## config.mk

```make
export PLATFORM = sky130hd
export DESIGN_NAME = cfq_ctrl
export DESIGN_NICKNAME = d
export VERILOG_FILES = /design/src/rtl/cfq_pkg.sv /design/src/rtl/cfq_ctrl.sv
export SDC_FILE = /design/constraint.sdc
export NUM_CORES = 1
export LEC_CHECK = 0
export BUFFER_PORTS_ARGS = -buffer_cell sky130_fd_sc_hd__buf_2
export CAP_MARGIN = 30
export CORE_UTILIZATION = 53
export DETAILED_ROUTE_END_ITERATION = 6
export PLACE_DENSITY = 0.82
export SLEW_MARGIN = 10
export SYNTH_ARGS = -nofsm -noshare
export SYNTH_HDL_FRONTEND = slang
export SYNTH_SLANG_ARGS = --single-unit
```

## constraint.sdc

```tcl
create_clock -name clk -period 4.58 [get_ports clk]
set_input_delay 0.229 -clock clk [delete_from_list [all_inputs] [get_ports clk]]
set_output_delay 0.229 -clock clk [all_outputs]
set_load 0.02 [all_outputs]
```

## src/rtl/cfq_pkg.sv

```systemverilog
// ----------------------------------------------------------------------------
// cfq_pkg: shared types and constants of the circular FIFO queue
// Word formats of the command and result channels, operation codes and the
// default sizes that the top level hands down.
// ----------------------------------------------------------------------------
package cfq_pkg;

  localparam int WORD_W = 32;
  localparam int CAP_W  = 11;
  localparam int DEPTH_DEFAULT = 1024;

  localparam logic [CAP_W-1:0]  CAP_RESET  = 11'd1024;
  localparam logic [WORD_W-1:0] EMPTY_WORD = '1;

  // Operation codes; any other code behaves as a query.
  localparam logic [1:0] FUNC_ENQ   = 2'd0;
  localparam logic [1:0] FUNC_DEQ   = 2'd1;
  localparam logic [1:0] FUNC_QUERY = 2'd2;

  typedef struct packed {
    logic [1:0]               func;
    logic signed [WORD_W-1:0] value;
  } item_t;

  typedef struct packed {
    logic                     ok;
    logic signed [WORD_W-1:0] front_word;
    logic signed [WORD_W-1:0] rear_word;
    logic                     is_empty;
    logic                     is_full;
  } result_t;

  // Flags settled when the command is taken, held until the result leaves.
  typedef struct packed {
    logic ok;
    logic is_empty;
    logic is_full;
  } status_t;

endpackage

```

## src/rtl/cfq_ctrl.sv

```systemverilog
// ----------------------------------------------------------------------------
// cfq_ctrl: pointer and sequencing logic of the circular FIFO queue
// Applies each command to the pointers and the count, writes the enqueued
// word, then reads the front and rear entries back for the result.
// ----------------------------------------------------------------------------
module cfq_ctrl #(
  parameter int DEPTH = cfq_pkg::DEPTH_DEFAULT
) (
  input  logic                        clk,
  input  logic                        rst,
  input  logic                        start,
  input  cfq_pkg::item_t              item,
  output logic                        busy,
  output logic                        done,
  input  logic                        cfg_valid,
  output logic                        cfg_ready,
  input  logic [cfq_pkg::CAP_W-1:0]   cfg_data,
  output logic                        wr_en,
  output logic [$clog2(DEPTH)-1:0]    wr_addr,
  output logic [cfq_pkg::WORD_W-1:0]  wr_data,
  output logic                        rd_en,
  output logic [$clog2(DEPTH)-1:0]    rd_addr_front,
  output logic [$clog2(DEPTH)-1:0]    rd_addr_rear,
  output cfq_pkg::status_t            status
);

  localparam int AW = $clog2(DEPTH);
  localparam int CW = $clog2(DEPTH + 1);
  localparam int EW = (cfq_pkg::CAP_W > CW) ? cfq_pkg::CAP_W : CW;

  typedef enum logic [1:0] {
    S_IDLE,
    S_READ,
    S_RESP
  } state_t;

  state_t                    state;
  logic [cfq_pkg::CAP_W-1:0] capacity;
  logic [AW-1:0]             read_pointer, read_pointer_next;
  logic [AW-1:0]             write_pointer, write_pointer_next;
  logic [CW-1:0]             entry_count, entry_count_next;
  logic [CW-1:0]             eff_cap;
  logic [EW-1:0]             cap_ext;
  logic [CW-1:0]             rp_inc, wp_inc;
  logic                      accept, cfg_write, do_enq, do_deq;

  assign accept    = start && !busy;
  // A capacity write is held off while a command is offered, so the two
  // never meet at the same edge.
  assign cfg_ready = !busy && !start;
  assign cfg_write = cfg_valid && cfg_ready;
  assign busy      = (state == S_READ);
  assign done      = (state == S_RESP);

  // A capacity of zero behaves as one, and anything above the depth as the depth.
  assign cap_ext = EW'(capacity);
  always_comb begin
    if (capacity == '0) begin
      eff_cap = CW'(1);
    end else if (cap_ext > EW'(DEPTH)) begin
      eff_cap = CW'(DEPTH);
    end else begin
      eff_cap = CW'(cap_ext);
    end
  end

  assign rp_inc = CW'(read_pointer) + CW'(1);
  assign wp_inc = CW'(write_pointer) + CW'(1);

  assign do_enq = (item.func == cfq_pkg::FUNC_ENQ) && (entry_count < eff_cap);
  assign do_deq = (item.func == cfq_pkg::FUNC_DEQ) && (entry_count != '0);

  always_comb begin
    read_pointer_next  = read_pointer;
    write_pointer_next = write_pointer;
    entry_count_next   = entry_count;
    if (do_enq) begin
      write_pointer_next = (wp_inc >= eff_cap) ? '0 : AW'(wp_inc);
      entry_count_next   = entry_count + CW'(1);
    end
    if (do_deq) begin
      read_pointer_next = (rp_inc >= eff_cap) ? '0 : AW'(rp_inc);
      entry_count_next  = entry_count - CW'(1);
    end
  end

  assign wr_en   = accept && do_enq;
  assign wr_addr = write_pointer;
  assign wr_data = item.value;

  // The reads are issued in the read state, after the write has taken effect, so a word just enqueued
  // is already in the memory when it is read back.
  assign rd_en         = (state == S_READ);
  assign rd_addr_front = read_pointer;
  assign rd_addr_rear  = (write_pointer == '0) ? AW'(eff_cap - CW'(1))
                                               : write_pointer - AW'(1);

  always_ff @(posedge clk) begin
    if (rst) begin
      state         <= S_IDLE;
      capacity      <= cfq_pkg::CAP_RESET;
      read_pointer  <= '0;
      write_pointer <= '0;
      entry_count   <= '0;
      status        <= '0;
    end else begin
      case (state)
        S_IDLE:  state <= accept ? S_READ : S_IDLE;
        S_READ:  state <= S_RESP;
        S_RESP:  state <= accept ? S_READ : S_IDLE;
        default: state <= S_IDLE;
      endcase
      if (cfg_write) begin
        // A new capacity empties the queue.
        capacity      <= cfg_data;
        read_pointer  <= '0;
        write_pointer <= '0;
        entry_count   <= '0;
      end else if (accept) begin
        read_pointer  <= read_pointer_next;
        write_pointer <= write_pointer_next;
        entry_count   <= entry_count_next;
      end
      if (accept) begin
        status.ok       <= !(((item.func == cfq_pkg::FUNC_ENQ) && !do_enq) ||
                             ((item.func == cfq_pkg::FUNC_DEQ) && !do_deq));
        status.is_empty <= (entry_count_next == '0);
        status.is_full  <= (entry_count_next >= eff_cap);
      end
    end
  end

`ifndef SYNTHESIS
  a_count_in_range: assert property (@(posedge clk) disable iff (rst)
    entry_count <= eff_cap)
    else $error("entry count exceeds capacity");

  a_empty_pointers: assert property (@(posedge clk) disable iff (rst)
    (entry_count == '0) |-> (read_pointer == write_pointer))
    else $error("empty queue with pointers apart");

  a_read_then_result: assert property (@(posedge clk) disable iff (rst)
    (state == S_READ) |=> done)
    else $error("result missing after memory read");

  a_enq_counts: assert property (@(posedge clk) disable iff (rst)
    (accept && !cfg_write && do_enq) |=> (entry_count == $past(entry_count) + CW'(1)))
    else $error("accepted enqueue did not raise the count");
`endif

endmodule

```

* After elaboration in Yosys (flattened, before gate mapping)
Index checks and enable logic that the tools add are counted.
Storage, ports and cells: bits of input ports 49, output and inout bits 70, register bits 47
Cells by class: reduce and logical (&&, ||, !) cells 24, magnitude comparators 5, equality and inequality tests 3, multiplexer cells 9, add/subtract/negate cells 6
Operator list (number):
- $mux W11 | 4
- $ge A11 B11 Y1 | 3
- $mux W10 | 3
- $add A10 B1 Y11 const B | 2
- $logic_not A11 Y1 | 2
- $sub A10 B1 Y10 const B | 2
- $add A11 B1 Y11 const B | 1
- $gt A11 B11 Y1 const B | 1
- $lt A11 B11 Y1 | 1
- $reduce_bool A11 Y1 | 1
- $sub A11 B1 Y11 const B | 1
- $logic_not A10 Y1 | 1
- $logic_and A1 B1 Y1 | 8
- $logic_not A1 Y1 | 5
- $eq A2 B1 Y1 const B | 2
- $logic_not A2 Y1 | 2
- $pmux W2 S2 | 1
- $reduce_and A2 Y1 | 2
- $reduce_or A2 Y1 | 2
- $eq A2 B2 Y1 const B | 1
- $logic_or A1 B1 Y1 | 1
- $mux W1 | 1

* Longest topological paths before layout
Gate-level depths: netlist (run 1).
depth after elaboration 9, gate-level depth with buffers 20, mapped depth without buffers 19

* Worst setup path after synthesis (run 1)
Ideal clock, no wire load.
path kind flip-flop to flip-flop, from reg capacity, in the netlist cap_ext[10], to reg status[0] in the netlist's numbering, clock period less this slack 3.942 ns, setup time 0.139 ns, stages on the path, launching flop included 21, arrival time 3.803 ns, required time 4.441 ns, setup slack 0.638 ns, cell sequence dfxtp_1 > inv_1 > clkbuf_1 > nand2_1 > ha_1 > a21oi_1 > nand3_1 > o211a_1 > nor4_2 > mux2_2 > nor2_1 > ha_1 > nor2b_1 > o21a_1 > o21a_1 > o21a_1 > o21a_1 > o21ai_0 > a21oi_1 > o211ai_1 > a211oi_1
On the way: cells in the longest elaborated chain, start to end 8
RTL lines:
- start, declared | RTL line cfq_ctrl.sv:38 | logic [cfq_pkg::CAP_W-1:0] capacity;
- start signal, assigned | RTL line cfq_ctrl.sv:101 | capacity <= cfq_pkg::CAP_RESET;
- start signal, assigned | RTL line cfq_ctrl.sv:115 | capacity <= cfg_data;
- $gt A11 B11 Y1 | RTL line cfq_ctrl.sv:60 | end else if (cap_ext > EW'(DEPTH)) begin
- $mux W11 | RTL line cfq_ctrl.sv:60
- $mux W11 * | RTL line cfq_ctrl.sv:58 | if (capacity == '0) begin
- $lt A11 B11 Y1 * | RTL line cfq_ctrl.sv:70 | assign do_enq = (item.func == cfq_pkg::FUNC_ENQ) && (entry_count < eff_cap);
- $logic_and A1 B1 Y1 * | RTL line cfq_ctrl.sv:70
- $mux W11 * | RTL line cfq_ctrl.sv:77 | if (do_enq) begin
- $mux W11 * | RTL line cfq_ctrl.sv:81 | if (do_deq) begin
- net entry_count_next[1] | RTL line cfq_ctrl.sv:41 | logic [CW-1:0] entry_count, entry_count_next;
- $ge A11 B11 Y1 * | RTL line cfq_ctrl.sv:128 | status.is_full <= (entry_count_next >= eff_cap);
- end, declared | RTL line cfq_ctrl.sv:24 | output cfq_pkg::status_t status
Mark *: on every way through the listed nets, which the timed path passes. The rest lies on a longest branch. A chain may end at the register's enable or synchronous reset.

* Worst setup path after layout (run 1)
Same ends and word-level chain as after synthesis.

==> results of run 1 <==
-- cells in the final DEF (no fill, tap or decap), types with 2 or more instances in the layout --
cell type	count
mux2_2	2
a211oi_1	6
nand4_1	8
xor2_1	12
a2111oi_0	2
a211o_1	2
mux2i_1	13
buf_4	3
a21oi_1	35
nor4_1	6
dfxtp_1	47
clkbuf_8	5
nand3_1	20
a22o_1	6
o211ai_1	3
xnor2_1	22
nor3b_1	6
buf_2	54
or4b_2	2
a21o_1	7
nor2b_1	6
nand2_1	53
and2_1	2
nor2_1	50
nor3_1	17
o21ai_0	23
inv_1	12
or2_2	2
a31oi_1	5
and3_1	2
ha_1	49
or3_1	3
o21a_1	8
a41oi_1	3
nand2b_1	4
-- kinds of logic (layout without fill, tap and decap cells) --
family          after synthesis  in the layout  share of synthesized area (%)
mux                          15             15                           3.78
fa+ha+maj                    49             49                           15.2
xor+xnor                     34             34                           7.38
flops                        47             47                           23.3
buf+inv                      68             77                           9.83
simple gates                191            191                           23.4
compound gates              108            108                           17.1
-- Yosys cell counts, types with 8 or more instances --
cell	count
o21a_1	8
buf_4	33
nand2_1	53
o21ai_0	23
inv_1	12
mux2i_1	13
a21oi_1	35
clkbuf_1	18
dfxtp_1	47
xnor2_1	22
nand3_1	20
xor2_1	12
ha_1	49
nor2_1	50
nor3_1	17
nand4_1	8
-- layout make-up --
cell class                 count  area [sq um]
fill                         719          3100
multi-input combinational    397          2710
sequential                    47           941
timing repair buffer          57           293
tap                           99           124
clock buffer                   6          72.6
inverter                      12          45.0
clock inverter                 2          12.5
-- per-layer routing --
metal	global-route usage [%]	up-vias	share of wire [%]
met2	38.9	133	44
met1	35.6	1728	47
li1	-	1806	-
met4	8.23	0	2.2
met3	3.69	32	6.3
met5	0	-	0
-- where the power goes --
part           switching (W)  internal (W)
logic               0.000192      0.000133
clock network       0.000142      0.000107
registers          0.0000182      0.000422
total               0.000352      0.000662
-- state kept, by name, indices dropped and copies added, names as in the netlist --
name	count
status	3
rd_addr_front	10
cap_ext	11
wr_addr	10
entry_count	11
state	2
-- worst min-delay path, stage by stage --
cell and delay [ps]:
buf_2 70, mux2i_1 60, nor2_1 70
-- stage by stage --
stage,utilization (%),hold WS (ps)
5_1_grt,57.5,144
6_report,57.5,157
4_1_cts,57.4,149
3_3_place_gp,56.2,433
2_1_floorplan,-,347
3_5_place_dp,56.2,436
-- worst max path at each step --
stage | slack [ps] | from | cells after the start | to
after global placement | 470 | cap_ext[10] | 19 | status[0]
final | 370 | cap_ext[10] | 19 | status[0]
after floorplan | 640 | cap_ext[10] | 20 | status[0]
after global routing | 2 | cap_ext[10] | 19 | status[0]
after CTS | 310 | cap_ext[10] | 19 | status[0]
after detailed placement | 330 | cap_ext[10] | 19 | status[0]
==> flow_summary.yaml, run 1 <==
setup_path:
  worstSetupPathType: "flop to flop"
  cp.required_ps: 4750
  cpMaxStageDelayCell: "nor4_4"
  crit_path_start_kind: "flop"
  crit_path_frequent_cell: "o21a_1"
  worst_path_largest_cell_delay_ps: 450
  r2r_start: "cap_ext[10]"
  critical_path.endpoint_type: "flop"
  timing.critical_path.fanout_max: 12
  cp_num_buf_inv: 1
  crit_path_leading_delay_family: "compound AO/OA/AOI/OAI gates"
  critical_path.cell_chain: "inv_1, nand2_1, ha_1, a21oi_1, nand3_1, o211a_1, nor4_4, mux2_2, nor2_1, ha_1, nor2b_1, o21a_1, o21a_1, o21a_1, o21a_1, o21ai_0, a21oi_1, o211ai_1, a211oi_1"
  timing.rr.end: "status[0]"
  worst-endpoint-arrival_ps: 4380
  worst_r2r_path_depth: 19
  r2r_setup_slack_ps: 370
detailed_routing:
  postRouteWirelength_mm: 9.87
  detailedRoute.firstIterationViolations: 197
  wl_per_cell_microns: 15.9
  post-route-drc-count: 0
  ant_nets: 0
  firstDrtPassIters: 5
  drt-vias-per-instance: 5.97
  routed-via-count: 3699
placed_design:
  gpl.final_weighted_congestion: 0.952
  post_dp_cell_area_sq_mm: 0.00410
  dp.final_hpwl_mm: 7.52
  portBuffers: 54
  placed_cells: 612
  placement.setup.worst_slack_ps: 333
worst_hold_path:
  timing.hold.worst_path_depth: 3
  hp-class: "input pin to flop"
  hold_path_startpoint: "cfg_data[7]"
  timing.hold.worst_endpoint: "cap_ext[7]"
yosys:
  yosys_warnings: 0
  yosysTopAreaCellShare_pct: 23.3
  synth.distinct_cells: 55
  async_set_or_reset_flop_fraction_in_the_synthesized_netlist_pct: 0
  ys_ff_latch: 47
  postSynthNetCount: 610
  synth_ff_type: "dfxtp_1"
  postSynthCellCount: 512
  synthesis.area_per_instance_sq_um: 7.88
  sequential_area_share_after_synthesis_pct: 23.3
  synth_top_cells_by_area: "dfxtp_1 23%, ha_1 15%, buf_4 6.1%"
  number_of_flops_mapped_to_enable_cells_by_yosys: 0
  synthDominantAreaCellType: "dfxtp_1"
  netlist_area_sq_mm: 0.00404
clock_network:
  worst_skew_pair.late_latency_ps: 300
  cts_root_buf: "clkbuf_8"
  cts_tree: "yes"
  cts_resized: 0
  clk_transition_reported_paths_ps: 90
  cts_sinks: 47
  clock_path_buffers: 2
  cts_hold_buffers: 0
  htreeDepth: 2
  postCtsSetupBuffers: 0
  number_of_cts_inserted_buffers: 5
sta:
  min_period_over_period_pct: 91.9
  achievable-frequency_mhz: 238
  worst_slew_pin_slew_ps: 721
  accumulated_negative_setup_slack_ps: 0
  finalSetupViolCount: 0
  hold_violations: 0
  clock_skew_ps: 4.99
  postLayoutSetupSlackWorst_ps: 373
  grt_setup_unrepaired: "no"
  worst_slew_margin_rel_pct: 51.9
  slew_violations: 0
  final_period_minus_worst_setup_slack_ps: 4210
die:
  row_count: 31
  initial_core_utilization_pct: 55.3
  coreArea_sq_mm: 0.00729
  design.portCount: 119
  dieWidth_microns: 89.3
  die_area_sq_mm: 0.00797
  die-height_microns: 89.3
status:
  run_status: "completed"
global_routing:
  grt_max_degree: 24
  grt_pass1_vias: 3154
  initial_antenna_violation_count: 0
  grt_first_pass_wirelength_mm: 15.4
  globalRoute.totalOverflow: 0
  global_route.usage.total_pct: 25.1
cells_and_area:
  antennaDiodeCount: 0
  instances_no_fill: 620
  finalInstanceArea_sq_mm: 0.00419
  synthToLayoutAreaGrowth_pct: 3.94
  layout.nets: 618
  drive_gt1_share_pct: 15.5
pwr:
  ir_drop_uv: 163
  totalPowerFinal_w: 0.00101
  power_leakage_nw: 1.79
  powerDensity_mw_per_mm2: 242
flow_run:
  maxCapViolCount: 0
No activity file was read; power rests on OpenSTA's default activity.
==> inputs of run 2 (changes only) <==
--- a/config.mk
+++ b/config.mk
@@ -9,7 +9,7 @@
 export CAP_MARGIN = 30
 export CORE_UTILIZATION = 53
 export DETAILED_ROUTE_END_ITERATION = 6
-export PLACE_DENSITY = 0.82
+export PLACE_DENSITY = 0.93
 export SLEW_MARGIN = 10
 export SYNTH_ARGS = -nofsm -noshare
 export SYNTH_HDL_FRONTEND = slang
==> run 2 against run 1 <==
  * Core utilization is 0.22 points higher
  * Sequential power hardly changed
  * Clock skew is 2.5 ps higher
  * Total power is 6.5% higher
  * Largest power group unchanged
==> flow_summary.yaml, run 2 (synthesized netlist as in run 1, its figures left out) <==
die:
  coreArea_sq_mm: 0.00729
  die_area_sq_mm: 0.00797
  dieWidth_microns: 89.3
  initial_core_utilization_pct: 55.3
  design.portCount: 119
  row_count: 31
  die-height_microns: 89.3
pwr:
  total_internal_power_w: 0.000730
  sequentialPowerShare_pct: 41.0
  totalPowerFinal_w: 0.00108
  powerDensity_mw_per_mm2: 256
  part_of_the_power_in_the_clock_network_pct: 29.6
  power_leakage_nw: 1.80
  comb_power_share_pct: 29.4
  power.net_switching_w: 0.000350
  ir_drop_uv: 115
  sw_frac_of_total_pct: 32.4
sta:
  worst_slew_margin_rel_pct: 50.8
  min_period_over_period_pct: 92.6
  hold_violations: 0
  final_worst_hold_slack_ps: 162
  slew_violations: 0
  final_period_minus_worst_setup_slack_ps: 4240
  finalSetupViolCount: 0
  worst_slew_pin_slew_ps: 738
  achievable-frequency_mhz: 236
  clock_skew_ps: 7.52
  accumulated_negative_setup_slack_ps: 0
  grt_setup_unrepaired: "no"
detailed_routing:
  routed-via-count: 3741
  detailedRoute.firstIterationViolations: 240
  ant_nets: 0
  postRouteWirelength_mm: 10.1
  firstDrtPassIters: 5
  post-route-drc-count: 0
  wl_per_cell_microns: 16.3
  drt-vias-per-instance: 6.04
clock_network:
  clk_transition_reported_paths_ps: 90
  cts_sinks: 47
  worst_skew_pair.late_latency_ps: 310
  clock_path_buffers: 2
  number_of_cts_inserted_buffers: 5
  cts_root_buf: "clkbuf_8"
  htreeDepth: 2
  cts_hold_buffers: 0
  postCtsSetupBuffers: 0
  cts_tree: "yes"
  cts_resized: 0
global_routing:
  globalRoute.totalOverflow: 0
  initial_antenna_violation_count: 0
  grt_first_pass_wirelength_mm: 15.9
  grt_max_degree: 24
  global_route.usage.total_pct: 25.7
  grt_pass1_vias: 3398
setup_path:
  timing.critical_path.fanout_max: 12
  critical_path.cell_chain: "inv_1, nand2_1, ha_1, a21oi_1, nand3_1, o211a_1, nor4_2, nand4_1, o21ai_0, xor2_1, ha_1, o21a_1, o21a_1, o21a_1, o21ai_0, a21oi_1, o211ai_1, a211oi_1"
  worstSetupPathType: "flop to flop"
  worst_path_largest_cell_delay_ps: 550
  crit_path_frequent_cell: "o21a_1"
  critical_path.endpoint_type: "flop"
  crit_path_start_kind: "flop"
  cp.required_ps: 4760
  cpMaxStageDelayCell: "nor4_2"
  worst-endpoint-arrival_ps: 4420
cells_and_area:
  drive_gt1_share_pct: 15.6
  mostFrequentLayoutCells: "54 x buf_2, 53 x nand2_1, 50 x nor2_1"
  layout.cells.most_common: "buf_2"
  layout.nets: 617
  antennaDiodeCount: 0
  synthToLayoutAreaGrowth_pct: 4.34
  finalInstanceArea_sq_mm: 0.00421
  instances_no_fill: 619
placed_design:
  portBuffers: 54
  post_dp_cell_area_sq_mm: 0.00409
  placed_cells: 611
  gpl.final_weighted_congestion: 0.914
  dp.final_hpwl_mm: 7.39
flow_run:
  maxCapViolCount: 0
status:
  run_status: "completed"
worst_hold_path:
  hp-class: "input pin to flop"
-- run 2: cell count changes in the layout (fill, tap and decap cells not counted) --
cell	change
clkbuf_8	+1
clkinvlp_4	-1
buf_4	-1
bufinv_16	+1
nor4_4	-1
clkbuf_1	-1
nor4_2	+1
-- run 2: path summary, 6_finish.rpt --
path	end	depth (start not counted)	startpoint	slack [ps]
worst min register to register	state[0]	1	state[0]	480
worst min-delay path	cap_ext[1]	3	cfg_data[1]	160
worst max register to register	status[0]	18	cap_ext[10]	340
worst max-delay path	status[0]	18	cap_ext[10]	340
-- run 2: critical path: cells and delay by family, from the launching register on --
kind | cells | cell delay, ps
buffers and inverters | 1 | 280
DFF | 1 | 350
xor gates and xnor gates | 1 | 380
AOI/OAI and AO/OA | 10 | 1440
and+or+nand+nor | 4 | 1020
adders and majority gates | 2 | 650
-- run 2: power groups by stage --
stage,sequential (W),clock (W),combinational [W]
after floorplan,0.000449,0,0.000281
after global placement,0.000450,0,0.000302
after detailed placement,0.000451,0,0.000311
after CTS,0.000442,0.000324,0.000314
after global routing,0.000444,0.000340,0.000352
final,0.000442,0.000320,0.000318
-- run 2: cell type report --
cell class	count	area (sq um)
fill	671	3080
multi-input combinational	397	2700
sequential	47	941
timing repair buffer	56	285
tap	99	124
clock buffer	6	82.6
inverter	12	45.0
clock inverter	2	35.0
-- run 2: routing by layer --
metal	global-route usage, %	wire, microns
met1	29.3	4220
met4	13.3	365
met3	6.00	705
met2	44.9	4810
met5	0	0
-- run 2: stage by stage --
stage / util [%] / worst slack, ps
after floorplan: - / 638
after global placement: 56.1 / 578
after detailed placement: 56.1 / 410
after CTS: 57.7 / 372
after global routing: 57.7 / 21.4
final: 57.7 / 338
